### src/sv/drd_pkg.sv
// Shared constants, types and helpers for the detection row decoder.
// Every other file of the block imports this package.
package drd_pkg;

  // Class score slots that can win the argmax
  localparam int MAX_CLASSES = 128;
  localparam int BOX_VALUES  = 4;
  localparam int MIN_ROW     = 6;

  // Field widths
  localparam int VALUE_W  = 24;
  localparam int COORD_W  = 16;
  localparam int SCORE_W  = 23;
  localparam int CLASS_W  = 8;
  localparam int ROWLEN_W = 8;
  localparam int THR_W    = 13;
  localparam int SCALE_W  = 24;

  // Box arithmetic: doubled Q12.12 difference times Q8.16 scale, Q.29 product
  localparam int DIFF_W  = VALUE_W + 2;
  localparam int PROD_W  = DIFF_W + SCALE_W + 1;
  localparam int FRAC_SH = 29;
  localparam int QUOT_W  = PROD_W - FRAC_SH;

  // Row queue between front and back
  localparam int QUEUE_DEPTH = 4;
  localparam int QPTR_W      = $clog2(QUEUE_DEPTH);
  localparam int QCNT_W      = $clog2(QUEUE_DEPTH + 1);

  // Configuration port
  localparam int CFG_DATA_W = 32;
  localparam int CFG_ADDR_W = 4;

  typedef enum logic [1:0] {
    REG_ROW_LENGTH      = 2'd0,
    REG_SCORE_THRESHOLD = 2'd1,
    REG_SCALE_X         = 2'd2,
    REG_SCALE_Y         = 2'd3
  } reg_idx_t;

  localparam logic [ROWLEN_W-1:0] ROW_LENGTH_RST = ROWLEN_W'(84);
  localparam logic [THR_W-1:0]    THRESHOLD_RST  = THR_W'(1024);
  localparam logic [SCALE_W-1:0]  SCALE_RST      = SCALE_W'(65536);

  localparam logic signed [CLASS_W-1:0] NO_CLASS = {CLASS_W{1'b1}};

  // Live configuration
  typedef struct packed {
    logic [ROWLEN_W-1:0] row_length;
    logic [THR_W-1:0]    score_threshold;
    logic [SCALE_W-1:0]  scale_x;
    logic [SCALE_W-1:0]  scale_y;
  } cfg_t;

  // One finished row that passed the threshold
  typedef struct packed {
    logic signed [VALUE_W-1:0] box_x;
    logic signed [VALUE_W-1:0] box_y;
    logic signed [VALUE_W-1:0] box_w;
    logic signed [VALUE_W-1:0] box_h;
    logic [SCORE_W-1:0]        score;
    logic signed [CLASS_W-1:0] class_id;
  } row_rec_t;

  // Drop FRAC_SH fraction bits rounding toward zero, then clamp to 16 bits
  function automatic logic signed [COORD_W-1:0] trunc_sat16(
    input logic signed [PROD_W-1:0] p
  );
    logic signed [PROD_W-1:0] bias;
    logic signed [PROD_W-1:0] biased;
    logic signed [QUOT_W-1:0] q;
    logic signed [QUOT_W-1:0] sat_hi;
    logic signed [QUOT_W-1:0] sat_lo;
    logic signed [COORD_W-1:0] res;
    bias   = {{(PROD_W-FRAC_SH){1'b0}}, {FRAC_SH{1'b1}}};
    sat_hi = {{(QUOT_W-COORD_W+1){1'b0}}, {(COORD_W-1){1'b1}}};
    sat_lo = {{(QUOT_W-COORD_W+1){1'b1}}, {(COORD_W-1){1'b0}}};
    biased = p[PROD_W-1] ? (p + bias) : p;
    q      = biased[PROD_W-1:FRAC_SH];
    if (q > sat_hi) begin
      res = sat_hi[COORD_W-1:0];
    end else if (q < sat_lo) begin
      res = sat_lo[COORD_W-1:0];
    end else begin
      res = q[COORD_W-1:0];
    end
    return res;
  endfunction

endpackage

### src/sv/drd_queue.sv
// Short queue of passed rows between the front end and the box arithmetic.
// Flip-flop storage; uses drd_pkg.
module drd_queue (
  input  logic              clk,
  input  logic              rst_n,
  input  logic              push,
  input  drd_pkg::row_rec_t push_rec,
  input  logic              pop,
  output drd_pkg::row_rec_t pop_rec,
  output logic              empty,
  output logic              full
);
  import drd_pkg::*;

  row_rec_t            mem_r [QUEUE_DEPTH];
  logic [QPTR_W-1:0]   wr_ptr_r;
  logic [QPTR_W-1:0]   rd_ptr_r;
  logic [QCNT_W-1:0]   count_r;

  assign empty   = (count_r == '0);
  assign full    = (count_r == QCNT_W'(QUEUE_DEPTH));
  assign pop_rec = mem_r[rd_ptr_r];

  // Hold entries
  always_ff @(posedge clk) begin
    if (push) begin
      mem_r[wr_ptr_r] <= push_rec;
    end
  end

  // Advance pointers and count
  always_ff @(posedge clk) begin
    if (!rst_n) begin
      wr_ptr_r <= '0;
      rd_ptr_r <= '0;
      count_r  <= '0;
    end else begin
      if (push) wr_ptr_r <= wr_ptr_r + 1'b1;
      if (pop) rd_ptr_r <= rd_ptr_r + 1'b1;
      unique case ({push, pop})
        2'b10:   count_r <= count_r + 1'b1;
        2'b01:   count_r <= count_r - 1'b1;
        default: count_r <= count_r;
      endcase
    end
  end

  a_no_overflow: assert property (@(posedge clk) disable iff (!rst_n)
    push |-> !full) else $error("row pushed into full queue");

  a_no_underflow: assert property (@(posedge clk) disable iff (!rst_n)
    pop |-> !empty) else $error("row popped from empty queue");

  a_count_bound: assert property (@(posedge clk) disable iff (!rst_n)
    count_r <= QCNT_W'(QUEUE_DEPTH)) else $error("queue count out of range");

  a_ptr_track: assert property (@(posedge clk) disable iff (!rst_n)
    (wr_ptr_r - rd_ptr_r) == count_r[QPTR_W-1:0])
    else $error("queue pointers disagree with count");

endmodule

### config.mk
export PLATFORM = sky130hd
export DESIGN_NAME = drd_queue
export DESIGN_NICKNAME = d
export VERILOG_FILES = /design/src/sv/drd_pkg.sv /design/src/sv/drd_queue.sv
export SDC_FILE = /design/constraint.sdc
export NUM_CORES = 1
export LEC_CHECK = 0
export ABC_CLOCK_PERIOD_IN_PS = 9400
export BUFFER_PORTS_ARGS = -buffer_cell sky130_fd_sc_hd__buf_2
export CAP_MARGIN = 20
export CELL_PAD_IN_SITES_DETAIL_PLACEMENT = 1
export CELL_PAD_IN_SITES_GLOBAL_PLACEMENT = 1
export CORE_UTILIZATION = 54
export DETAILED_ROUTE_END_ITERATION = 8
export PLACE_DENSITY = 0.81
export SYNTH_ARGS = -nofsm -noshare
export SYNTH_HDL_FRONTEND = slang
export SYNTH_SLANG_ARGS = --single-unit
export TNS_END_PERCENT = 1
### constraint.sdc
create_clock -name clk -period 9.4 [get_ports clk]
set_input_delay 0.47 -clock clk [delete_from_list [all_inputs] [get_ports clk]]
set_output_delay 0.47 -clock clk [all_outputs]
set_load 0.05 [all_outputs]
* After elaboration in Yosys (flattened, before gate mapping)
Memory sizes are Yosys's and may differ from the RTL's. A register that Yosys moved wholly into a read port is not among the register bits.
Index checks and enable logic that the tools add are counted.
Widths: inputs -> output; s select.
** Storage, ports and cells
- Input port bits :: 131
- Latch bits :: 0
- Flip-flop bits (word level) :: 7
- Memories :: 1
- RAM bits :: 508
- Bits in read-only memories :: 0
- Logic and storage cells :: 18
** Memory list
- mem_r :: depth 4, width 127, rd ports 1, clocked after memory_dff 1, wr ports 1, line drd_queue.sv:15 : row_rec_t mem_r [QUEUE_DEPTH];
** Operators by class
- Order comparisons :: 0
- Add/subtract/negate cells :: 4
- Bitwise logic cells :: 0
- Equality and inequality tests :: 3
- $mul :: 0
- Reduce and logical (&&, ||, !) cells :: 2
- Muxes and demuxes :: 5
- Shift operators :: 0
- Divide/modulo/power cells :: 0
** Operators with widths (number)
- $pmux 3 s2 :: 1
- $add 2x1->2 const B :: 2
- $mux 2 :: 2
- $add 3x1->3 const B :: 1
- $eq 3x3->1 const B :: 1
- $logic_not 3->1 :: 1
- $sub 3x1->3 const B :: 1
- $eq 2x1->1 const B :: 1
- $eq 2x2->1 const B :: 1
- $mux 1 :: 2
- $reduce_bool 2->1 :: 1

* Logic depth before layout (Yosys ltp)
Gate-level depths: netlist of the first run.
- Depth in word-level cells :: 3
- Mapped depth :: 7

* Worst setup path before layout of the first run
No wires, ideal clock.
- Kind :: flip-flop to flip-flop
- Start :: reg wr_ptr_r[0]
- End :: mem mem_r[0][0] in the netlist's numbering (enable)
- Setup time :: 0.501 ns
- Data required time :: 8.899 ns
- Stages on the path, launching flop included :: 4
- Setup slack :: 5.443 ns
- Data arrival time :: 3.456 ns
- Cells stage by stage :: dfxtp_1 inv_1 ha_1 and2_1
** RTL lines
- start: declaration :: line drd_queue.sv:16 : logic [QPTR_W-1:0] wr_ptr_r;
- start signal: assignment :: line drd_queue.sv:38 : if (push) wr_ptr_r <= wr_ptr_r + 1'b1;
- end: declaration :: line drd_queue.sv:15
Straight into the memory's write port.

==> flow_summary.ini, run 1 <==
[floorplanning]
core_region_area_um2 = 33900
initial_utilization_pct = 55.3
io_pins = 260
die_area_um2 = 35500
die_y_um = 188
core.rowCount = 67
die_w_um = 188

[sta]
min_period_ns = 3.63
finClkSkew_ns = 0.00995
fmax_mhz = 275
maxSlewHeadroom_pct = 28.4
worst_slew_pin_slew_ns = 1.07
finalSetupViolCount = 0
fin_tns_setup_ns = 0
final-hold-violation-count = 0
maxSlewViolCount = 0
rsz0062_at_grt = no
fin_crit_sh_pct = 38.6

[global_routing]
antenna_found_initial = 7
grt_pass1_vias = 9299
grt_first_pass_wirelength_mm = 57.0
grt_overflow = 0
track_usage_pct = 21.9
grt_max_degree = 74

[setup_path]
cp.arrival_ns = 3.16
path_max_fanout = 71
max_stage_delay_ns = 0.94
cp_cell_sequence = buf_4 > mux4_2 > buf_2
endpoint_kind = output pin
required_ns = 8.93
critical_path_class = register to output pin
start_kind = register
r2r_slack_ns = 6.70
cpMaxStageDelayCell = buf_4

[place]
place_congestion = 0.704
portBuffers = 259
dp_hpwl_mm = 23.4
place_area_um2 = 20500

[route]
drt-total-wl_mm = 38.3
antenna_left = 0
drcViolationCount = 0
vias = 8393
first_pass_iters = 4
vias_per_cell = 5.63
drt-wirelength-per-cell_um = 25.7
drt_iter0_markers = 494

[clocking]
postCtsResizedCells = 0
clock-sinks = 517
cts_setup_buffers = 0
cts_tree = yes
cts-hold-fix-buffers = 0
insertion_delay_ns = 0.56
cts_root_buffer = clkbuf_16
path_clk_slew_ns = 0.06
clockBufferDepth = 3
h-tree-depth = 2
cts_buffers = 50

[pwr]
power_density_nw_per_um2 = 242
ir_worst_vdd_v = 0.000187
cellLeakagePower_nw = 7.41

[cells_and_area]
layout.nets = 1138
finalInstanceArea_um2 = 22100
syn_to_final_growth_pct = 17.9
layout-drive-gt1-share_pct = 44.8

[yosys]
synth_area_um2 = 18700
synth.distinct_cells = 22
syn_nets = 846
synthCells = 709
ys.warnings.count = 0
synth_seq_cells = 517
synth.avg_cell_area_um2 = 26.4
synth.yosys.seq_area_share_pct = 82.4

[worst_hold_path]
hold_path.class = input pin to register

[run]
cap_violations = 0

[status]
status = finished clean
## state kept, by name, indices dropped and copies added (netlist names), named ones only
| name | cells |
|---|---|
| count_r | 3 |
| rd_ptr_r | 2 |
| wr_ptr_r | 2 |
| mem_r | 508 |
## final timing paths
kind	from	end	cells past startpoint
setup / recovery	register	pop_rec[12]	3
setup reg to reg	wr_ptr_r[0]	mem_r[2][27]	4
hold / removal	push_rec[9]	mem_r[0][9]	1
hold reg to reg	count_r[2]	count_r[2]	2
## report_power, final
| group | leakage [nW] | switching [mW] | total, mW | internal (mW) |
|---|---|---|---|---|
| registers | 4.74 | 0.0454 | 2.70 | 2.65 |
| logic | 1.90 | 0.514 | 0.725 | 0.211 |
| clock network | 0.773 | 0.793 | 1.92 | 1.13 |
## synthesized netlist by cell type, drive strengths merged
cell,count,area share (%)
nor3,1,0.027
dfxtp,9,0.96
a21boi,1,0.040
ha,5,0.33
or3,1,0.033
mux2i,1,0.053
and2,10,0.33
o21ai,2,0.053
and3,1,0.033
xor2,3,0.14
nand2,2,0.040
nor2b,1,0.033
xnor2,2,0.093
fa,1,0.11
inv,6,0.12
edfxtp,508,81
mux4,127,15
clkbuf,8,0.16
buf,20,0.77
## per-layer routing
metal	part of all wire [%]	global-route usage, %	wire, µm
met1	38	28.1	14700
met2	51	36.7	19600
met3	8.2	6.54	3130
met4	2.2	6.11	859
met5	0.078	0	30
## cell usage in the layout, fill, tap and decap left out, drive strengths merged, types with 3 or more instances in the layout
master / Yosys / final
clkinv: 0 / 24
buf: 20 / 268
clkbuf: 8 / 61
and2: 10 / 10
bufinv: 0 / 4
inv: 6 / 6
ha: 5 / 5
edfxtp: 508 / 508
mux4: 127 / 127
diode: 0 / 4
xor2: 3 / 3
dfxtp: 9 / 9
## final cells by class
cell class	count	area (µm²)
Antenna cell	4	10.0
Inverter	6	22.5
Timing Repair Buffer	268	1360
Multi-Input combinational cell	158	3120
Tap cell	448	561
Clock buffer	61	1360
Sequential cell	517	15400
Fill cell	2733	11800
Clock inverter	28	219
## per-stage QoR
| stage | cells | total power, mW | hold WS (ns) | util [%] | worst slack [ns] |
|---|---|---|---|---|---|
| floorplan | 709 | 3.28 | 0.473 | - | 5.44 |
| global placement | 1397 | 3.45 | 0.495 | 60.6 | 6.25 |
| detailed placement | 1397 | 3.48 | 0.522 | 60.6 | 6.28 |
| CTS | 1486 | 5.39 | 0.0991 | 65.2 | 5.68 |
| global route | 1487 | 5.49 | 0.103 | 65.2 | 5.50 |
| finish | 1490 | 5.34 | 0.122 | 65.2 | 5.77 |
## cells by family (layout without fill, tap and decap cells)
family	after synthesis	after routing	share of synthesized area, %
AO/OA/AOI/OAI	3	3	0.0935
XOR/XNOR	5	5	0.234
adder cells (fa/ha/maj)	6	6	0.441
buffers and inverters	34	363	1.05
flip-flops	517	517	82.4
multiplexers	128	128	15.3
other	0	4	0
AND/OR/NAND/NOR	16	16	0.501
## worst max-delay path: cells and delay by family, from the launching register on
family	cells	cell delay, ns
flops	1	0.89
mux	1	0.37
buf+inv	2	1.24
No activity file was read; power rests on OpenSTA's default activity.
==> inputs of run 2 (changes only) <==
- ABC_CLOCK_PERIOD_IN_PS: 9400 -> 3700
- CORE_UTILIZATION: 54 -> 50
- PLACE_DENSITY: 0.81 -> 0.76
- clock period: 9.4 -> 3.7 ns (I/O delays scaled with it)
==> run 2 against run 1 <==
Worst hold slack got worse by 0.071 ns. Flip-flop and latch count did not move. Clock power rose to 2.6 times the previous value. Combinational power rose to 2.8 times the previous value. Utilization fell by 1.2 points. Sequential power rose to 2.5 times the previous value. First-iteration DRC count fell by 10%. Final cell count rose by 11%. Critical path type unchanged.
==> flow_summary.ini, run 2 (synthesized netlist as in run 1, its figures left out) <==
[status]
status = finished clean

[route]
antenna_left = 0
vias = 8928
first_pass_iters = 4
vias_per_cell = 5.42
drt-total-wl_mm = 40.7
drt-wirelength-per-cell_um = 24.7
drcViolationCount = 0
drt_iter0_markers = 444

[cells_and_area]
layout.nets = 1278
final.fill_count = 3028
reg_top3 = mem_r: 508 flops, count_r: 3 flops
seq_area_um2 = 15400
final_cell_mix = edfxtp_1 (508), buf_2 (259), dlygate4sd3_1 (129), mux4_2 (127), clkbuf_16 (51)
syn_to_final_growth_pct = 25.7
multiInputGateArea_um2 = 3120
largest_register = mem_r
largest_register_ffs = 508
layout-drive-gt1-share_pct = 40.8
final_common_cell = edfxtp_1

[floorplanning]
io_pins = 260
core.rowCount = 70
die_y_um = 196
core_region_area_um2 = 36800
die_w_um = 196
die_area_um2 = 38300
initial_utilization_pct = 50.9

[sta]
fin_crit_sh_pct = 76.5
fin_tns_setup_ns = 0
finClkSkew_ns = 0.0111
rsz0062_at_grt = no
fmax_mhz = 353
worst_slew_pin_slew_ns = 0.817
min_period_ns = 2.83
maxSlewHeadroom_pct = 45.5
maxSlewViolCount = 0
finalSetupViolCount = 0
final-hold-violation-count = 0

[clocking]
clockBufferDepth = 3
cts_tree = yes
cts_root_buffer = clkbuf_16
insertion_delay_ns = 0.58
h-tree-depth = 2
path_clk_slew_ns = 0.06
cts_buffers = 51
cts_setup_buffers = 0
clock-sinks = 517

[place]
place_congestion = 0.708
dp_hpwl_mm = 23.6
portBuffers = 259

[global_routing]
antenna_found_initial = 2
track_usage_pct = 21.6
grt_pass1_vias = 9878
grt_overflow = 0
grt_max_degree = 76
grt_first_pass_wirelength_mm = 60.6

[worst_hold_path]
hold_path_startpoint = push
hold_path.class = input pin to register

[setup_path]
cp_top_family = flip-flops
cpMaxStageDelayCell = dfxtp_4
path_max_fanout = 33
required_ns = 3.51
critical_path_class = register to output pin
max_stage_delay_ns = 0.84
cp_cell_sequence = buf_4 > mux4_2 > buf_2
endpoint_kind = output pin
critPathBufInv = 2
cp.arrival_ns = 2.65
rr_startpoint = wr_ptr_r[1]
start_kind = register

[pwr]
power_density_nw_per_um2 = 584
ir_worst_vdd_v = 0.000515
cellLeakagePower_nw = 8.03
finalPower_mw = 13.8

[run]
cap_violations = 0
==> run 2: changes by cell type in the layout (fill, tap and decap cells not counted) <==
cell           previous run  this run
inv_6                     0         3
dlygate4sd3_1             0       129
clkinv_4                  0         1
clkinv_2                  7        10
buf_4                     9        11
clkbuf_16                53        51
diode_2                   4         1
buf_12                    0         8
clkinvlp_4                0         1
clkbuf_1                  8         7
clkinv_1                 17        13
==> run 2: through the flow <==
step / setup slack (ns) / instance area [µm²] / utilization, % / hold WS, ns / instances
after floorplan: -0.257 / 18700 / - / 0.284 / 709
after global placement: 1.47 / 20700 / 56.3 / 0.398 / 1427
after detailed placement: 1.41 / 20700 / 56.3 / 0.402 / 1427
after CTS: 0.786 / 23600 / 64.1 / 0.0121 / 1646
after global routing: 0.724 / 23600 / 64.1 / 0.0776 / 1647
final: 0.870 / 23600 / 64.1 / 0.0517 / 1647
==> run 2: metal layers <==
layer | wire, µm | up-vias | track usage (%) | part of all wire, %
met5 | 13 | - | 0 | 0.032
met4 | 714 | 2 | 6.01 | 1.8
met3 | 2270 | 48 | 5.01 | 5.6
met2 | 21200 | 257 | 37.2 | 52
met1 | 16500 | 4698 | 27.7 | 40
li1 | - | 3923 | - | -
==> run 2: layout make-up <==
class,instances,area share [%]
Timing Repair Buffer,407,12.0
Sequential cell,517,65.5
Clock buffer,58,5.53
Clock inverter,32,1.11
Tap cell,468,2.48
Inverter,6,0.0956
Antenna cell,1,0.0106
Multi-Input combinational cell,158,13.2
==> run 2: path summary, 6_finish.rpt <==
kind	end	slack, ns	cells after the start
max reg2reg	mem_r[1][109]	1.72	4
max	pop_rec[123]	0.87	3
min	wr_ptr_r[1]	0.05	3
min reg2reg	wr_ptr_r[1]	0.58	2
==> run 2: repair_timing <==
| item | 4_1_cts | 5_1_grt |
|---|---|---|
| resized for setup | 0 | 0 |
| endpoints found under the setup margin | 0 | 0 |
| endpoints found under the hold margin | 517 | 0 |
| hold buffers | 129 | 0 |
==> run 2: where the power goes <==
group	leakage [nW]	switching, mW	internal [mW]
clock network	0.771	2.13	2.80
logic	2.51	1.35	0.652
registers	4.74	0.107	6.73
==> run 2: worst register-to-register path, cell delays in order (launching register included) <==
cell     delay, ns
dfxtp_1       0.34
inv_1         0.09
ha_1          0.14
and2_4        0.60
buf_4         0.46
==> inputs of run 3 (changes only) <==
- ABC_AREA: not set -> 1
- ABC_CLOCK_PERIOD_IN_PS: 3700 -> 2500
- CORE_UTILIZATION: 50 -> 43
- PLACE_DENSITY: 0.76 -> 0.73
- clock period: 3.7 -> 2.5 ns (I/O delays scaled with it)
==> run 3 against run 2 <==
Register-to-register slack got worse by 1.1 ns. Sequential share of layout area fell by 1.9 points. Largest power group unchanged. Design area is 3.0% higher. First-iteration DRC count is 66% higher. Worst hold slack gained 0.24 ns. Utilization is 8.2 points lower. Via count increased by 40%. Final cell count increased by 40%. Synthesized cell count up 81%. Largest cell class unchanged. Clock power increased by 57%. Critical endpoint is now pop_rec[89].
==> flow_summary.ini, run 3 <==
[sta]
maxSlewViolCount = 0
min_period_ns = 2.48
maxSlewHeadroom_pct = 58.5
fin_tns_setup_ns = 0
finClkSkew_ns = 0.0184
finalSetupViolCount = 0
fin_crit_sh_pct = 99.3
final-hold-violation-count = 0
rsz0062_at_grt = yes
fmax_mhz = 403
worst_slew_pin_slew_ns = 0.623

[yosys]
synth_top_area_cell = edfxtp_1
synth_common_cells = edfxtp_1 (508), nor2_1 (257), o21ai_0 (255)
synth_top_area_share_pct = 79.7
synth_area_um2 = 19100
yosys-top-cells-area = edfxtp_1 (80%), o21ai_0 (6.7%), nor2_1 (5.0%), o22ai_1 (4.2%), clkbuf_1 (1.2%)
ys.warnings.count = 0
synth.avg_cell_area_um2 = 14.9
synth_seq_cells = 517
synth_edf_count = 508
synth.yosys.seq_area_share_pct = 80.7
yosysMostFrequentCell = edfxtp_1
syn_nets = 1422
synth.distinct_cells = 21
synthArstFlopShare_pct = 0
synth_ff_type = edfxtp_1
synthCells = 1285

[cells_and_area]
fin_util_pct = 55.9
largest_register_ffs = 508
final_cell_mix = edfxtp_1 (508), nor2_1 (257), buf_2 (257), o21ai_0 (255), dlygate4sd3_1 (131)
layout.nets = 1812
layout-drive-gt1-share_pct = 22.1
largest_register = mem_r
reg_top3 = mem_r: 508 flops, count_r: 3 flops
final_common_cell = edfxtp_1
instances_no_fill = 2303
syn_to_final_growth_pct = 26.9

[route]
drt_iter0_markers = 736
drt-total-wl_mm = 51.5
vias_per_cell = 5.41
antenna_left = 0
drcViolationCount = 0
top_layer = met5
drt-wirelength-per-cell_um = 22.4
first_pass_iters = 5
route.met3.wl_mm = 3.17
drt-met1-wl_mm = 21.5
vias = 12500
wl_met2_mm = 25.5

[setup_path]
critical_path_class = register to output pin
reg2reg_to = mem_r[3][37]
cp_top_family = buffers and inverters
endpoint_kind = output pin
max_stage_delay_ns = 0.51
cp.arrival_ns = 2.36
critPathBufInv = 2
path_depth = 4
rr_startpoint = wr_ptr_r[0]
crit_end = pop_rec[89]
cpMaxStageDelayCell = bufbuf_16
required_ns = 2.38
r2r_slack_ns = 0.61
worstRegToRegCells = 4
path_max_fanout = 76
start_kind = register
cp_cell_sequence = bufbuf_16 > o21ai_0 > o22ai_1 > buf_2

[pwr]
p_switching_mw = 5.51
p_comb_share_pct = 14.1
cellLeakagePower_nw = 8.49
ir_worst_vdd_v = 0.000642
p_int_mw = 15.1
clkPwrFrac_pct = 37.4
p_sw_share_pct = 26.7
seq_power_share_pct = 48.5
power_density_nw_per_um2 = 850

[global_routing]
grt_first_pass_wirelength_mm = 77.0
grt_pass1_vias = 13500
grt_overflow = 0
grt_max_degree = 103
antenna_found_initial = 3
track_usage_pct = 22.6

[floorplanning]
die_area_um2 = 45300
die_y_um = 213
die_w_um = 213
core_region_area_um2 = 43500
initial_utilization_pct = 44.0
core.rowCount = 76
io_pins = 260

[clocking]
cts_setup_buffers = 0
clock-sinks = 517
cts_root_buffer = clkbuf_16
h-tree-depth = 2
cts_tree = yes
clockBufferDepth = 3
insertion_delay_ns = 0.59
path_clk_slew_ns = 0.06
cts_buffers = 53

[status]
status = finished clean

[place]
placed_cells = 2072
place_congestion = 0.746
portBuffers = 259
dp_hpwl_mm = 27.6

[worst_hold_path]
hold_path.class = input pin to register

[run]
cap_violations = 0
==> run 3: worst reg2reg max path, delay by kind of cell (launching register included) <==
kind	cells	cell delay, ns
buffers and inverters	2	0.96
DFF	1	0.33
adders and majority gates	1	0.19
and+or+nand+nor	1	0.12
==> run 3: how the worst min path moves through the flow <==
stage / to / start / cells after the start
3_5_place_dp: mem_r[1][60] / push_rec[60] / 1
2_1_floorplan: mem_r[0][0] / push_rec[0] / 0
4_1_cts: mem_r[0][58] / push_rec[58] / 2
5_1_grt: mem_r[1][4] / push_rec[4] / 2
3_3_place_gp: mem_r[2][75] / push_rec[75] / 1
6_report: mem_r[3][59] / push_rec[59] / 2
==> run 3: cell families after synthesis <==
kind of cell,share of synthesized area (%)
compound gates,11.1
fa+ha+maj,0.432
buf+inv,2.47
flops,80.7
simple gates,5.33
==> run 3: per-stage QoR <==
stage               power [mW]  instance area, µm²  hold slack (ns)  setup slack, ns
global route              21.3               24300            0.290          -0.0366
floorplan                 12.0               19200            0.224           -0.372
global placement          12.8               21200            0.337            0.602
finish                    20.6               24300            0.291           0.0178
CTS                       20.8               24200            0.257          0.00497
detailed placement        12.9               21200            0.342            0.572
==> run 3: power groups by stage <==
stage	clock network (mW)	registers, mW	logic (mW)
CTS	7.85	10.0	2.89
finish	7.72	10.0	2.91
floorplan	0	10.2	1.81
detailed placement	0	10.2	2.69
global route	8.18	10.0	3.08
global placement	0	10.2	2.63
==> run 3: repair_timing <==
action / in CTS / in global routing
hold buffers: 131 / 0
cloned: 1 / 1
hold endpoints to repair: 517 / 0
endpoints found under the setup margin: 4 / 15
gates resized for setup: 3 / 4
==> run 3: final cells by class <==
| type | instances | area [µm²] |
|---|---|---|
| Tap cell | 585 | 732 |
| Sequential cell | 517 | 15400 |
| Clock inverter | 33 | 315 |
| Inverter | 17 | 86.3 |
| Antenna cell | 2 | 5.00 |
| Timing Repair Buffer | 418 | 3100 |
| Clock buffer | 63 | 1360 |
| Fill cell | 4232 | 19200 |
| Multi-Input combinational cell | 668 | 3240 |
==> run 3: metal layers <==
layer / vias to the layer above / global-route usage (%)
li1: 5652 / -
met1: 6333 / 28.0
met2: 389 / 39.0
met3: 89 / 5.06
met4: 2 / 7.86
met5: - / 0
