$ cat src/sv/drd_pkg.sv
// Shared constants, types and helpers for the detection row decoder.
// Every other file of the block imports this package.
package drd_pkg;

  // Class score slots that can win the argmax
  localparam int MAX_CLASSES = 128;
  localparam int BOX_VALUES  = 4;
  localparam int MIN_ROW     = 6;

  // Field widths
  localparam int VALUE_W  = 24;
  localparam int COORD_W  = 16;
  localparam int SCORE_W  = 23;
  localparam int CLASS_W  = 8;
  localparam int ROWLEN_W = 8;
  localparam int THR_W    = 13;
  localparam int SCALE_W  = 24;

  // Box arithmetic: doubled Q12.12 difference times Q8.16 scale, Q.29 product
  localparam int DIFF_W  = VALUE_W + 2;
  localparam int PROD_W  = DIFF_W + SCALE_W + 1;
  localparam int FRAC_SH = 29;
  localparam int QUOT_W  = PROD_W - FRAC_SH;

  // Row queue between front and back
  localparam int QUEUE_DEPTH = 4;
  localparam int QPTR_W      = $clog2(QUEUE_DEPTH);
  localparam int QCNT_W      = $clog2(QUEUE_DEPTH + 1);

  // Configuration port
  localparam int CFG_DATA_W = 32;
  localparam int CFG_ADDR_W = 4;

  typedef enum logic [1:0] {
    REG_ROW_LENGTH      = 2'd0,
    REG_SCORE_THRESHOLD = 2'd1,
    REG_SCALE_X         = 2'd2,
    REG_SCALE_Y         = 2'd3
  } reg_idx_t;

  localparam logic [ROWLEN_W-1:0] ROW_LENGTH_RST = ROWLEN_W'(84);
  localparam logic [THR_W-1:0]    THRESHOLD_RST  = THR_W'(1024);
  localparam logic [SCALE_W-1:0]  SCALE_RST      = SCALE_W'(65536);

  localparam logic signed [CLASS_W-1:0] NO_CLASS = {CLASS_W{1'b1}};

  // Live configuration
  typedef struct packed {
    logic [ROWLEN_W-1:0] row_length;
    logic [THR_W-1:0]    score_threshold;
    logic [SCALE_W-1:0]  scale_x;
    logic [SCALE_W-1:0]  scale_y;
  } cfg_t;

  // One finished row that passed the threshold
  typedef struct packed {
    logic signed [VALUE_W-1:0] box_x;
    logic signed [VALUE_W-1:0] box_y;
    logic signed [VALUE_W-1:0] box_w;
    logic signed [VALUE_W-1:0] box_h;
    logic [SCORE_W-1:0]        score;
    logic signed [CLASS_W-1:0] class_id;
  } row_rec_t;

  // Drop FRAC_SH fraction bits rounding toward zero, then clamp to 16 bits
  function automatic logic signed [COORD_W-1:0] trunc_sat16(
    input logic signed [PROD_W-1:0] p
  );
    logic signed [PROD_W-1:0] bias;
    logic signed [PROD_W-1:0] biased;
    logic signed [QUOT_W-1:0] q;
    logic signed [QUOT_W-1:0] sat_hi;
    logic signed [QUOT_W-1:0] sat_lo;
    logic signed [COORD_W-1:0] res;
    bias   = {{(PROD_W-FRAC_SH){1'b0}}, {FRAC_SH{1'b1}}};
    sat_hi = {{(QUOT_W-COORD_W+1){1'b0}}, {(COORD_W-1){1'b1}}};
    sat_lo = {{(QUOT_W-COORD_W+1){1'b1}}, {(COORD_W-1){1'b0}}};
    biased = p[PROD_W-1] ? (p + bias) : p;
    q      = biased[PROD_W-1:FRAC_SH];
    if (q > sat_hi) begin
      res = sat_hi[COORD_W-1:0];
    end else if (q < sat_lo) begin
      res = sat_lo[COORD_W-1:0];
    end else begin
      res = q[COORD_W-1:0];
    end
    return res;
  endfunction

endpackage

$ cat src/sv/drd_front.sv
// Front end: counts row positions, latches the box values, tracks the
// running argmax and pushes rows that pass the threshold. Uses drd_pkg.
module drd_front (
  input  logic                          clk,
  input  logic                          rst_n,
  input  drd_pkg::cfg_t                 cfg,
  input  logic                          in_valid,
  output logic                          in_ready,
  input  logic signed [drd_pkg::VALUE_W-1:0] in_value,
  input  logic                          in_first,
  input  logic                          q_full,
  output logic                          push,
  output drd_pkg::row_rec_t             push_rec
);
  import drd_pkg::*;

  logic [ROWLEN_W-1:0]       pos_r, pos_nxt;
  logic [SCORE_W-1:0]        best_r, best_nxt;
  logic signed [CLASS_W-1:0] cls_r, cls_nxt;
  logic signed [VALUE_W-1:0] box_r [BOX_VALUES];
  logic signed [VALUE_W-1:0] box_nxt [BOX_VALUES];

  logic [ROWLEN_W-1:0]       pos;
  logic [SCORE_W-1:0]        best;
  logic signed [CLASS_W-1:0] cls;
  logic [ROWLEN_W-1:0]       cls_idx;
  logic                      short_row;
  logic                      row_end;
  logic                      accept;

  // Stall only when the row queue cannot take another detection
  assign in_ready = !q_full;
  assign accept   = in_valid && in_ready;

  // Classify the value and update the row state
  always_comb begin
    pos       = in_first ? '0 : pos_r;
    best      = in_first ? '0 : best_r;
    cls       = in_first ? NO_CLASS : cls_r;
    cls_idx   = pos - ROWLEN_W'(BOX_VALUES);
    short_row = cfg.row_length < ROWLEN_W'(MIN_ROW);
    row_end   = ({1'b0, pos} + 1'b1) >= {1'b0, cfg.row_length};
    best_nxt  = best;
    cls_nxt   = cls;
    box_nxt   = box_r;
    if (!short_row) begin
      if (pos < ROWLEN_W'(BOX_VALUES)) begin
        box_nxt[pos[$clog2(BOX_VALUES)-1:0]] = in_value;
      end else if (cls_idx < ROWLEN_W'(MAX_CLASSES) &&
                   in_value > $signed({1'b0, best})) begin
        best_nxt = in_value[SCORE_W-1:0];
        cls_nxt  = cls_idx[CLASS_W-1:0];
      end
    end
    push = accept && !short_row && row_end &&
           (best_nxt >= SCORE_W'(cfg.score_threshold));
    push_rec.box_x    = box_nxt[0];
    push_rec.box_y    = box_nxt[1];
    push_rec.box_w    = box_nxt[2];
    push_rec.box_h    = box_nxt[3];
    push_rec.score    = best_nxt;
    push_rec.class_id = cls_nxt;
    // Clear the row at its end or while the row length is too short
    if (short_row || row_end) begin
      pos_nxt  = '0;
      best_nxt = '0;
      cls_nxt  = NO_CLASS;
    end else begin
      pos_nxt = pos + 1'b1;
    end
  end

  // Advance row state on each transfer
  always_ff @(posedge clk) begin
    if (!rst_n) begin
      pos_r  <= '0;
      best_r <= '0;
      cls_r  <= NO_CLASS;
      for (int i = 0; i < BOX_VALUES; i++) box_r[i] <= '0;
    end else if (accept) begin
      pos_r  <= pos_nxt;
      best_r <= best_nxt;
      cls_r  <= cls_nxt;
      box_r  <= box_nxt;
    end
  end

endmodule

$ cat config.mk
export PLATFORM = sky130hd
export DESIGN_NAME = drd_front
export DESIGN_NICKNAME = d
export VERILOG_FILES = /design/src/sv/drd_pkg.sv /design/src/sv/drd_front.sv
export SDC_FILE = /design/constraint.sdc
export NUM_CORES = 1
export LEC_CHECK = 0
export ABC_AREA = 1
export BUFFER_PORTS_ARGS = -buffer_cell sky130_fd_sc_hd__buf_2
export CAP_MARGIN = 40
export CORE_ASPECT_RATIO = 0.5
export CORE_MARGIN = 1
export CORE_UTILIZATION = 48
export CTS_CLUSTER_SIZE = 20
export DETAILED_ROUTE_END_ITERATION = 8
export GPL_ROUTABILITY_DRIVEN = 0
export GPL_TIMING_DRIVEN = 0
export PLACE_DENSITY = 0.76
export SLEW_MARGIN = 5
export SYNTH_ARGS = -nofsm -noshare
export SYNTH_HDL_FRONTEND = slang
export SYNTH_SLANG_ARGS = --single-unit
$ cat constraint.sdc
create_clock -name clk -period 4.9 [get_ports clk]
set_input_delay 0.98 -clock clk [delete_from_list [all_inputs] [get_ports clk]]
set_output_delay 0.98 -clock clk [all_outputs]
set_load 0.05 [all_outputs]
# Word-level counts from Yosys, hierarchy flattened
# Cells that the tools add are included.
[totals]
register_bits = 135
inputBits = 98
[classes]
add_sub_neg = 3
n_lt_le_gt_ge = 8
n_reduce_logical = 9
bitwise = 1
n_mux = 17
[ops]
columns = ["cell", "count"]
rows = [
  ["2-to-1 mux 96 bit", 2],
  ["2-to-1 mux 23 bit", 5],
  ["bitwise mux 96 bit", 1],
  ["2-to-1 mux 8 bit", 7],
  ["demux 24 bit (select 2 bit)", 1],
  ["greater-than comparator 24 bit", 1],
  ["2-to-1 mux 24 bit", 1],
  ["greater-or-equal comparator 23 x 13 -> 1 bit", 1],
  ["less-than comparator 8 x 3 -> 1 bit, second input constant", 2],
  ["adder 8 x 1 -> 9 bit, second input constant", 1],
  ["greater-or-equal comparator 9 x 8 -> 1 bit", 1],
  ["adder 8 x 1 -> 8 bit, second input constant", 1],
  ["less-than comparator 8 bit, second input constant", 1],
  ["subtractor 8 x 3 -> 8 bit, second input constant", 1],
  ["logical AND 1 bit", 6],
  ["greater-or-equal comparator 3 bit, second input constant", 1],
  ["less-than comparator 3 x 1 -> 1 bit, second input constant", 1],
  ["inverter 2 -> 3 bit", 1],
  ["logical NOT 1 bit", 2],
  ["logical OR 1 bit", 1],
]

# Longest topological paths before layout
# Gate-level depths: netlist of run 1.
[logic_depth]
depth_word = 9
ltp_mapped = 34
mapped_depth_nobuf = 29

# Worst setup path before layout of run 1
# No wires, ideal clock.
[synth_timing]
path_type = "input to output"
from = "input in_first"
to = "output push"
cell_stages = 28
arrival_ns = 4.934
n_path_buf = 4
slack_ns = -1.014
path_cell_list = "buf_6 -> inv_4 -> buf_6 -> clkbuf_1 -> nand2_1 -> ha_1 -> nand2_1 -> nor2_1 -> nand2_1 -> nor2_1 -> nand2_1 -> nand2_1 -> nor2_4 -> nand3_4 -> clkinv_2 -> buf_8 -> o21ai_1 -> ha_1 -> a21oi_1 -> nor2_1 -> nor2_1 -> nand3_1 -> a21oi_1 -> nand3_1 -> nor2_1 -> nand3_1 -> nand2_1 -> inv_1"
[synth_rtl]
columns = ["item", "line_no", "text"]
rows = [
  ["from (decl)", "drd_front.sv:10", "input logic in_first,"],
  ["to (decl)", "drd_front.sv:12", "output logic push,"],
]

# Worst setup path in the final report of run 1
[layout_timing]
from = "input in_first"
to = "output push"
[layout_between]
elab_chain_cells = 9
word_cells_on_any_way = 15
classes_between = "2 x add/sub; 5 x order compare; 5 x mux; 3 x reduce/logical"
[layout_rtl]
columns = ["item", "line_no", "text"]
rows = [
  ["2-to-1 mux 8 bit", "drd_front.sv:37", "pos = in_first ? '0 : pos_r;"],
  ["subtractor 8 x 3 -> 8 bit", "drd_front.sv:40", "cls_idx = pos - ROWLEN_W'(BOX_VALUES);"],
  ["less-than comparator 8 bit", "drd_front.sv:49", "end else if (cls_idx < ROWLEN_W'(MAX_CLASSES) &&"],
  ["logical AND 1 bit", "drd_front.sv:49", ""],
  ["2-to-1 mux 23 bit", "drd_front.sv:49", ""],
  ["2-to-1 mux 23 bit", "drd_front.sv:47", "if (pos < ROWLEN_W'(BOX_VALUES)) begin"],
  ["2-to-1 mux 23 bit", "drd_front.sv:46", "if (!short_row) begin"],
  ["greater-or-equal comparator 23 x 13 -> 1 bit", "drd_front.sv:56", "(best_nxt >= SCORE_W'(cfg.score_threshold));"],
  ["logical AND 1 bit *", "drd_front.sv:55", "push = accept && !short_row && row_end &&"],
]
# Every way passes the cells marked *; elsewhere a longest branch is shown, timed or not.

==> results.md, run 1 <==
* R2r startpoint: pos_r[0]$_SDFFE_PN0P_
* Cts hold-fix bufs at 0
* Met1 usage in global routing at 0.4097
* Max-slew headroom at 0.5727
* Initial DRC Count at 812
* Clk Latency, worst-skew pair at 0.43 ns
* Hold crit path type: reg -> reg
* Core area at 16470 um^2
* Placed cells at 1692
* Die Wd at 186.1 um
* Max Clock Skew at 0.01078 ns
* Final min period at 5.629 ns
* Final setup fails at 1
* Routing usage on met3 at 0.06395
* CTS root buf: clkbuf_16
* CP startpoint kind: primary input
* Setup WS post-layout at -0.7291 ns
* Routed len/inst at 15.94 um
* Worst r2r dst: best_r[20]$_SDFFE_PN0P_
* Vias/cell at 5.357
* Post-detailed-route count of antenna-violating nets at 0
* Final period util at 1.149
* Tot Pwr at 0.003179 W
* Gr ovfl total at 0
* DRC at 0
* Critical path peak fanout at 8
* Yosys warnings at 0
* Num Clock Sinks at 135
* Post-detail-place hpwl at 19.89 mm
* Critical path capture point type: output port
* Finished layout cell area at 10770 um^2
* VDD IR-drop max at 0.2855 mV
* Gr usage total at 0.3148
* Total CTS buffers at 17
* Failing checks: setup timing
* Global-route wire length before repair at 42.40 mm
* GRT busiest layer: met2
* Required @ worst endpoint at 3.92 ns
* Worst path depth at 32
* Grt met2 use at 0.5243
* CP endpoint: push
* Critical Path Slowest Stage Cell: ha_4
* Static leakage at 5.627 nW
* Starting density of the core at 0.4938
* Max Fclk at 0.1776 GHz
* RSZ-0062 raised after global routing: true
* Share of cells above drive strength 1 at 0.2297
* Antenna violations before repair at 1
* DR pass1 iterations at 8
* DP Area at 9638 um^2
* Max incr delay on CP at 0.26 ns
* Layout overhead on the synthesized area at 32.33%
* CP startpoint: in_first
* Critical path buffer and inverter count at 9
* Largest net degree at the start of global routing at 17
* Cell row count at 33
* Most frequent cells in the layout: nand2_1 (240), nor2_1 (211), o21ai_0 (207)
* Post-Route WL at 27.78 mm
* Filler Cells Inserted at 1376
* Flop2flop setup slack at 1.28 ns
* CTS tree: built
* Status: finished with violations
* NumNets Final at 1650
* Post-synthesis register bit count at 135
* Buffers added on ports at 177
* Combined area of the multi-input logic cells at 4955 um^2
* Clock-pin slew on the worst setup and hold paths at 0.07 ns
* Sequential area share after synthesis at 0.3322
* Number of distinct library cells after synthesis at 36
* Avg Inst Size Synth at 6.316 um^2
* Worst r2r path cells at 15
* Register area at 2703 um^2
* Setup CP Type: in -> out
* Cell area power density at 295.3 nW/um^2
* Netlist Area Pre-Place at 8135 um^2
* Fin. max-slew vios at 0
* H-tree depth at 4
* Final Non-Filler Cells at 1743
* Clock Path Buffers at 2
* Die extent in y at 94.06 um
* Syn Nets at 1436
* Fin. Hold Viols at 0
* DIE AREA at 17500 um^2
* Worst Path Arrival at 4.65 ns
* Worst-Margin Slew at 0.6409 ns
* # IOs at 227
* Crit-path leading delay family: simple AND/OR/NAND/NOR gates
* Vias at 9338
* Post-Syn Instances at 1288
* Vias in the first global route at 8543
* Max-Cap Viols at 0
* Commonest non-fill, non-tap cell in the layout: nand2_1
worst reg2reg max path, stage by stage (launching register included):
cell     delay [ns]
dfxtp_1        0.33
inv_1          0.05
nor2_1         0.44
ha_1           0.36
nand2_1        0.12
nor3_1         0.28
xor2_1         0.32
ha_1           0.31
a21oi_1        0.13
nand2_1        0.07
a21oi_1        0.16
nand2_1        0.24
nor2_2         0.24
buf_2          0.28
nand2_1        0.10
a21oi_1        0.14
final cells by class:
class | instances | area share
Antenna cell | 1 | 0.0002325
Tap cell | 227 | 0.02638
Clock buffer | 18 | 0.03987
Multi-Input combinational cell | 890 | 0.4603
Inverter | 191 | 0.06811
Timing Repair Buffer | 195 | 0.1027
Clock inverter | 14 | 0.01476
Buffer | 72 | 0.03661
Sequential cell | 135 | 0.2510
metal layers:
metal | share of wire | vias up
met5 | 0 | -
met4 | 0.019 | 0
li1 | - | 4480
met2 | 0.47 | 405
met3 | 0.083 | 57
met1 | 0.43 | 4396
stage by stage:
stage / TNS (ns) / utilization / setup WS (ns) / hold WS, ns
floorplan: -0.4521 / - / -0.4521 / 0.4355
global placement: -0.9798 / 0.5850 / -0.9798 / 0.4437
detailed placement: -1.042 / 0.5850 / -1.042 / 0.4568
CTS: -0.6036 / 0.6395 / -0.6036 / 0.4686
global route: -0.9042 / 0.6533 / -0.9042 / 0.4849
finish: -0.7291 / 0.6535 / -0.7291 / 0.4685
kinds of logic (layout without fill, tap and decap cells):
family,after synthesis,after routing,synth area share
buffers and inverters,263,490,0.1287
AND/OR/NAND/NOR,539,539,0.2636
XOR/XNOR,8,8,0.008613
flip-flops,135,135,0.3322
adder cells (fa/ha/maj),50,50,0.07690
AO/OA/AOI/OAI,293,293,0.1899
other,0,1,0
what timing repair did:
item                                    CTS  global route
buffers inserted                         13             2
endpoints found under the setup margin    1             1
pin swaps                                22            20
gates resized for setup                  32            34
gates cloned                              2             1
worst min path at each step:
stage / from / endpoint / slack, ns / depth (start not counted)
floorplan: cls_r[7]$_SDFFE_PN1P_ / cls_r[7]$_SDFFE_PN1P_ / 0.44 / 2
global placement: cls_r[7]$_SDFFE_PN1P_ / cls_r[7]$_SDFFE_PN1P_ / 0.44 / 2
detailed placement: best_r[19]$_SDFFE_PN0P_ / best_r[19]$_SDFFE_PN0P_ / 0.46 / 2
CTS: best_r[4]$_SDFFE_PN0P_ / best_r[4]$_SDFFE_PN0P_ / 0.47 / 2
global route: best_r[14]$_SDFFE_PN0P_ / best_r[14]$_SDFFE_PN0P_ / 0.48 / 2
finish: best_r[14]$_SDFFE_PN0P_ / best_r[14]$_SDFFE_PN0P_ / 0.47 / 2
Yosys cell counts, drive strengths merged:
| cell | number | area (um^2) |
|---|---|---|
| a21o | 2 | 15.01 |
| dfxtp | 135 | 2703 |
| buf | 14 | 108.8 |
| clkinv | 2 | 8.750 |
| clkbuf | 58 | 217.7 |
| o22ai | 6 | 37.54 |
| nor3 | 2 | 10.01 |
| xor2 | 5 | 43.79 |
| nor4 | 1 | 6.260 |
| nor2 | 221 | 842.1 |
| nand3 | 17 | 102.6 |
| ha | 50 | 625.6 |
| nand4 | 12 | 75.07 |
| o21a | 3 | 22.52 |
| o21ai | 223 | 1157 |
| xnor2 | 3 | 26.28 |
| inv | 189 | 711.9 |
| a21oi | 57 | 296.5 |
| o211ai | 1 | 7.510 |
| a31o | 1 | 8.760 |
| nand2 | 286 | 1109 |
report_power, final:
group / internal (W) / switching, W / leakage (nW)
Sequential: 0.00115 / 0.0000271 / 1.11
Combinational: 0.000176 / 0.000508 / 4.23
Clock: 0.000764 / 0.000552 / 0.289
Total: 0.00209 / 0.00109 / 5.63
registers in the layout (all words and copies together), names as in the netlist:
name    count
box_r      96
best_r     23
cls_r       8
pos_r       8
No activity file was read; power rests on OpenSTA's default activity.
==> run 2, diff against run 1 <==
--- a/config.mk
+++ b/config.mk
@@ -5,17 +5,16 @@
 export SDC_FILE = /design/constraint.sdc
 export NUM_CORES = 1
 export LEC_CHECK = 0
-export ABC_AREA = 1
 export BUFFER_PORTS_ARGS = -buffer_cell sky130_fd_sc_hd__buf_2
 export CAP_MARGIN = 40
 export CORE_ASPECT_RATIO = 0.5
 export CORE_MARGIN = 1
-export CORE_UTILIZATION = 48
+export CORE_UTILIZATION = 40
 export CTS_CLUSTER_SIZE = 20
 export DETAILED_ROUTE_END_ITERATION = 8
 export GPL_ROUTABILITY_DRIVEN = 0
 export GPL_TIMING_DRIVEN = 0
-export PLACE_DENSITY = 0.76
+export PLACE_DENSITY_LB_ADDON = 0.12
 export SLEW_MARGIN = 5
 export SYNTH_ARGS = -nofsm -noshare
 export SYNTH_HDL_FRONTEND = slang
==> results.md, run 2 <==
* DRC at 0
* Total CTS buffers at 17
* Post-Synth Adder-Cell Area at 0.07935
* DR WL met3 at 1.368 mm
* Vias/cell at 5.329
* Max reg flops at 96
* CP startpoint kind: primary input
* Asr flop ratio synth at 0
* Fin. Hold Viols at 0
* Static leakage at 4.653 nW
* Max-slew headroom at 0.5208
* Top flop regs: box_r (96), best_r (23)
* Critical path capture point type: output port
* Post-detailed-route count of antenna-violating nets at 0
* Gr usage total at 0.2559
* Clock-pin slew on the worst setup and hold paths at 0.06 ns
* Worst-Margin Slew at 0.7188 ns
* Largest net degree at the start of global routing at 17
* DR top layer: met4
* Commonest non-fill, non-tap cell in the layout: nor2_1
* Initial DRC Count at 384
* Num Clock Sinks at 135
* Post-detail-place hpwl at 19.30 mm
* Clk Latency, worst-skew pair at 0.42 ns
* Cell area power density at 292.1 nW/um^2
* Critical path peak fanout at 6
* Post-Route WL at 25.64 mm
* Starting density of the core at 0.4187
* RSZ-0062 raised after global routing: true
* VDD IR-drop max at 0.2249 mV
* CTS tree: built
* WL met1 at 12.42 mm
* Ranking of synthesized cells by area: dfxtp_1 (34%), mux2_2 (14%), nor2_1 (9.9%), nor3b_1 (9.2%), ha_1 (7.9%)
* Final setup fails at 1
* Die extent in y at 101.3 um
* Die Wd at 200.5 um
* NumNets Final at 1284
* Yosys warnings at 0
* Final period util at 1.154
* CTS root buf: clkbuf_16
* Largest Register: box_r
* Share of the synthesized area in the top cell type at 0.3428
* Most frequent cells in the layout: nor2_1 (208), buf_2 (186), dfxtp_1 (135)
* Share of cells above drive strength 1 at 0.3571
* Post-synthesis mux area share at 0.1430
* H-tree depth at 4
* Finished layout cell area at 10330 um^2
* Hold slack at 0.4813 ns
* Post-synthesis register bit count at 135
* Vias at 7498
* Post-Syn Instances at 927
* Clock Path Buffers at 2
* Layout overhead on the synthesized area at 31.04%
* Global-route wire length before repair at 39.78 mm
* Ys flop type: dfxtp_1
* DP Area at 9533 um^2
* Syn Nets at 1075
* Max Clock Skew at 0.007259 ns
* Final min period at 5.656 ns
* Tot Pwr at 0.003018 W
* Cell with the most instances after synthesis: nor2_1
* Cts hold-fix bufs at 0
* Vias in the first global route at 7183
* Cell row count at 35
* Antenna violations before repair at 1
* Sequential area share after synthesis at 0.3428
* Top cell type by total area after synthesis: dfxtp_1
* Hold crit path type: reg -> reg
* Number of distinct library cells after synthesis at 59
* Synth Area in XOR/XNOR at 0.007777
* Largest family of logic cells by synthesized area: simple AND/OR/NAND/NOR gates
* Max-Cap Viols at 0
* Filler Cells Inserted at 1758
* DR pass1 iterations at 5
* Status: finished with violations
* Synth cell count leaders: nor2_1 (208), dfxtp_1 (135), mux2_2 (97), nor3b_1 (97), nand2_1 (67)
* # IOs at 227
* Core area at 18830 um^2
* Setup CP Type: in -> out
* Buffers added on ports at 177
* Fin. max-slew vios at 0
* Required @ worst endpoint at 3.92 ns
* Netlist Area Pre-Place at 7884 um^2
* Failing checks: setup timing
* Setup WS post-layout at -0.7558 ns
* Synth Area in Compound Gates at 0.1011
* Worst Path Arrival at 4.68 ns
* Simple-gate portion of the synthesized area at 0.2733
* Met2 WL post-DR at 11.42 mm
* Routed len/inst at 18.22 um
* Gr ovfl total at 0
* Avg Inst Size Synth at 8.505 um^2
* EDFF count, synth at 0
* Ant diodes at 0
* DIE AREA at 20310 um^2
* Max Fclk at 0.1768 GHz
-- run 2: stage by stage --
step / setup WS, ns / TNS, ns / cells / util
2_1_floorplan: -0.4008 / -0.4008 / 927 / -
4_1_cts: -0.7706 / -0.7706 / 1406 / 0.5466
6_report: -0.7558 / -0.7558 / 1407 / 0.5486
5_1_grt: -0.9286 / -0.9286 / 1407 / 0.5486
3_3_place_gp: -1.410 / -1.939 / 1363 / 0.5062
3_5_place_dp: -1.438 / -1.891 / 1363 / 0.5062
-- run 2: cell families after synthesis --
logic type / after synthesis
flops: 135
compound gates: 113
fa+ha+maj: 50
simple gates: 431
xor+xnor: 7
mux: 100
buf+inv: 91
-- run 2: layer usage --
metal / track usage / vias up
met2: 0.4052 / 197
met3: 0.04987 / 37
met5: 0 / -
met1: 0.3537 / 3632
met4: 0.07868 / 0
li1: - / 3632
-- run 2: timing repair --
action / 4_1_cts / 5_1_grt
pin swaps: 14 / 6
buffers inserted: 10 / 1
endpoints found under the setup margin: 11 / 2
gates resized for setup: 27 / 5
gates cloned: 2 / 0
-- run 2: final cells by class --
cell class | count | area (um^2) | share of cell area
inverters | 28 | 131.4 | 0.01272
well taps | 259 | 324.1 | 0.03137
multi-input cells | 701 | 5223 | 0.5055
repair buffers | 190 | 1021 | 0.09882
clock inverters | 13 | 100.1 | 0.009689
plain buffers | 63 | 400.4 | 0.03875
flip-flops and latches | 135 | 2703 | 0.2616
clock buffers | 18 | 429.2 | 0.04154
-- run 2: worst max-delay path, stage by stage --
cell	delay, ns
buf_12	0.12
clkinv_16	0.05
clkbuf_16	0.13
clkbuf_16	0.17
nand2_8	0.06
ha_4	0.27
and4_4	0.24
nand3_4	0.10
a21oi_2	0.13
nor3_2	0.06
o31ai_2	0.33
buf_6	0.18
mux2_4	0.32
inv_2	0.07
ha_4	0.19
nand2b_4	0.14
a21oi_4	0.16
nand4b_1	0.15
a21oi_2	0.08
o21ai_2	0.17
a21oi_2	0.09
o311a_4	0.32
buf_8	0.15
-- run 2: power by group --
part	leakage (nW)	internal (W)	switching, W
sequential	1.11	0.00115	0.0000225
combinational	3.30	0.000203	0.000451
clock	0.251	0.000650	0.000543
total	4.65	0.00200	0.00102
-- run 2: worst paths after layout --
path / cells after the start / to / from / slack (ns)
max reg2reg: 15 / best_r[4]$_SDFFE_PN0P_ / pos_r[0]$_SDFFE_PN0P_ / 1.29
min: 1 / best_r[3]$_SDFFE_PN0P_ / best_r[3]$_SDFFE_PN0P_ / 0.48
max: 23 / push / in_first / -0.76
min reg2reg: 1 / best_r[3]$_SDFFE_PN0P_ / best_r[3]$_SDFFE_PN0P_ / 0.48
==> run 3, diff against run 2 <==
--- a/config.mk
+++ b/config.mk
@@ -9,7 +9,7 @@
 export CAP_MARGIN = 40
 export CORE_ASPECT_RATIO = 0.5
 export CORE_MARGIN = 1
-export CORE_UTILIZATION = 40
+export CORE_UTILIZATION = 48
 export CTS_CLUSTER_SIZE = 20
 export DETAILED_ROUTE_END_ITERATION = 8
 export GPL_ROUTABILITY_DRIVEN = 0
==> results.md, run 3 (synthesized netlist as in run 2, its figures left out) <==
* Post-detailed-route count of antenna-violating nets at 0
* Combined area of the multi-input logic cells at 5172 um^2
* DRC at 0
* Starting density of the core at 0.5010
* Fin. max-slew vios at 0
* NumNets Final at 1287
* Required @ worst endpoint at 3.92 ns
* Largest Register: box_r
* Clock-pin slew on the worst setup and hold paths at 0.06 ns
* Final Non-Filler Cells at 1373
* Post-detail-place hpwl at 18.26 mm
* Vias in the first global route at 7279
* Initial DRC Count at 618
* Global-route wire length before repair at 38.85 mm
* Core area at 15740 um^2
* Total CTS buffers at 17
* Status: finished with violations
* Buffers added on ports at 177
* VDD IR-drop max at 0.2546 mV
* Cell row count at 32
* CTS root buf: clkbuf_16
* Worst r2r path cells at 15
* H-tree depth at 4
* Die Wd at 183.2 um
* Worst Path Arrival at 4.60 ns
* Flop2flop setup slack at 1.31 ns
* Max reg flops at 96
* Max Fclk at 0.1791 GHz
* Largest net degree at the start of global routing at 17
* Commonest non-fill, non-tap cell in the layout: nor2_1
* Dpl ws at -1.251 ns
* Critical path buffer and inverter count at 9
* Antenna violations before repair at 1
* Setup CP Type: in -> out
* Hold slack at 0.4748 ns
* Vias at 7579
* CP startpoint: in_first
* Crit-path leading delay family: compound AO/OA/AOI/OAI gates
* Critical path capture point type: output port
* Layout overhead on the synthesized area at 31.20%
* Gr usage total at 0.2985
* Post-layout util at 0.6574
* Die extent in y at 92.62 um
* Hold crit path type: reg -> reg
* Worst r2r dst: best_r[14]$_SDFFE_PN0P_
* RSZ-0062 raised after global routing: true
* Final min period at 5.583 ns
* Routed len/inst at 17.84 um
* CP endpoint: push
* Cell area power density at 304.0 nW/um^2
* Clk Latency, worst-skew pair at 0.42 ns
* Clock Path Buffers at 2
* Max-Cap Viols at 0
* Post-Route WL at 24.50 mm
* CP startpoint kind: primary input
* Final period util at 1.139
* Max incr delay on CP at 0.32 ns
* Num Clock Sinks at 135
* Critical path peak fanout at 6
* Share of cells above drive strength 1 at 0.3550
* DR pass1 iterations at 5
* Final setup fails at 1
* Top flop regs: box_r (96), best_r (23)
* Worst path depth at 25
* CTS tree: built
* Filler Cells Inserted at 1356
* Setup WS post-layout at -0.6825 ns
* Placed cells at 1325
* Worst-Margin Slew at 0.7045 ns
* Max-slew headroom at 0.5303
* Cts hold-fix bufs at 0
* Critical Path Slowest Stage Cell: o311a_4
* Ant diodes at 0
* Vias/cell at 5.520
* # IOs at 227
* DIE AREA at 16970 um^2
* R2r startpoint: pos_r[0]$_SDFFE_PN0P_
* Register area at 2703 um^2
* Max Clock Skew at 0.009418 ns
* Most frequent cells in the layout: nor2_1 (208), buf_2 (187), dfxtp_1 (135)
* Static leakage at 4.705 nW
* Sum Neg Setup Slack at -0.6825 ns
* Gr ovfl total at 0
* Fin. Hold Viols at 0
* Failing checks: setup timing
[run 3: what timing repair did]
action | in CTS | in global routing
pin swaps | 16 | 2
resized for setup | 28 | 1
endpoints found under the setup margin | 13 | 1
setup buffers | 14 | 0
gates cloned | 2 | 0
[run 3: metal layers]
metal,track usage,up-vias,wire length [um]
met4,0.06319,0,257
met2,0.4743,228,11010
met1,0.4061,3668,11610
met3,0.07825,31,1625
li1,-,3652,-
met5,0,-,0
[run 3: metrics by stage]
step | area, um^2 | power (W)
final | 10340 | 0.003144
after floorplan | 8323 | 0.001656
after CTS | 10340 | 0.003150
after global routing | 10340 | 0.003257
after global placement | 9485 | 0.001815
after detailed placement | 9485 | 0.001830
[run 3: worst min-delay path by stage]
| stage | from | to | depth (start not counted) |
|---|---|---|---|
| after global routing | best_r[0]$_SDFFE_PN0P_ | best_r[0]$_SDFFE_PN0P_ | 1 |
| after CTS | best_r[0]$_SDFFE_PN0P_ | best_r[0]$_SDFFE_PN0P_ | 1 |
| final | best_r[0]$_SDFFE_PN0P_ | best_r[0]$_SDFFE_PN0P_ | 1 |
| after detailed placement | best_r[0]$_SDFFE_PN0P_ | best_r[0]$_SDFFE_PN0P_ | 1 |
| after floorplan | best_r[0]$_SDFFE_PN0P_ | best_r[0]$_SDFFE_PN0P_ | 1 |
| after global placement | best_r[0]$_SDFFE_PN0P_ | best_r[0]$_SDFFE_PN0P_ | 1 |
[run 3: layout make-up]
| class | instances | area share |
|---|---|---|
| buffer | 63 | 0.03931 |
| clock buffer | 18 | 0.04149 |
| clock inverter | 14 | 0.01597 |
| inverter | 28 | 0.01270 |
| multi-input combinational | 701 | 0.5001 |
| sequential | 135 | 0.2613 |
| tap | 221 | 0.02673 |
| timing repair buffer | 193 | 0.1025 |
[run 3: worst reg2reg max path, cell delays in order (launching register included)]
cell	delay, ns
dfxtp_1	0.37
nand2_1	0.21
inv_1	0.17
ha_1	0.34
nand2_1	0.11
xnor2_1	0.25
ha_1	0.29
a21o_1	0.16
a211o_1	0.29
o211ai_1	0.12
and4_1	0.23
buf_2	0.23
nand3_1	0.17
o21ai_4	0.26
buf_6	0.18
a22o_1	0.16
[run 3: where the power goes]
part / leakage (nW) / switching (W) / total, W / internal [W]
clock: 0.283 / 0.000557 / 0.00132 / 0.000765
sequential: 1.11 / 0.0000223 / 0.00117 / 0.00115
combinational: 3.32 / 0.000448 / 0.000651 / 0.000203
total: 4.71 / 0.00103 / 0.00314 / 0.00212
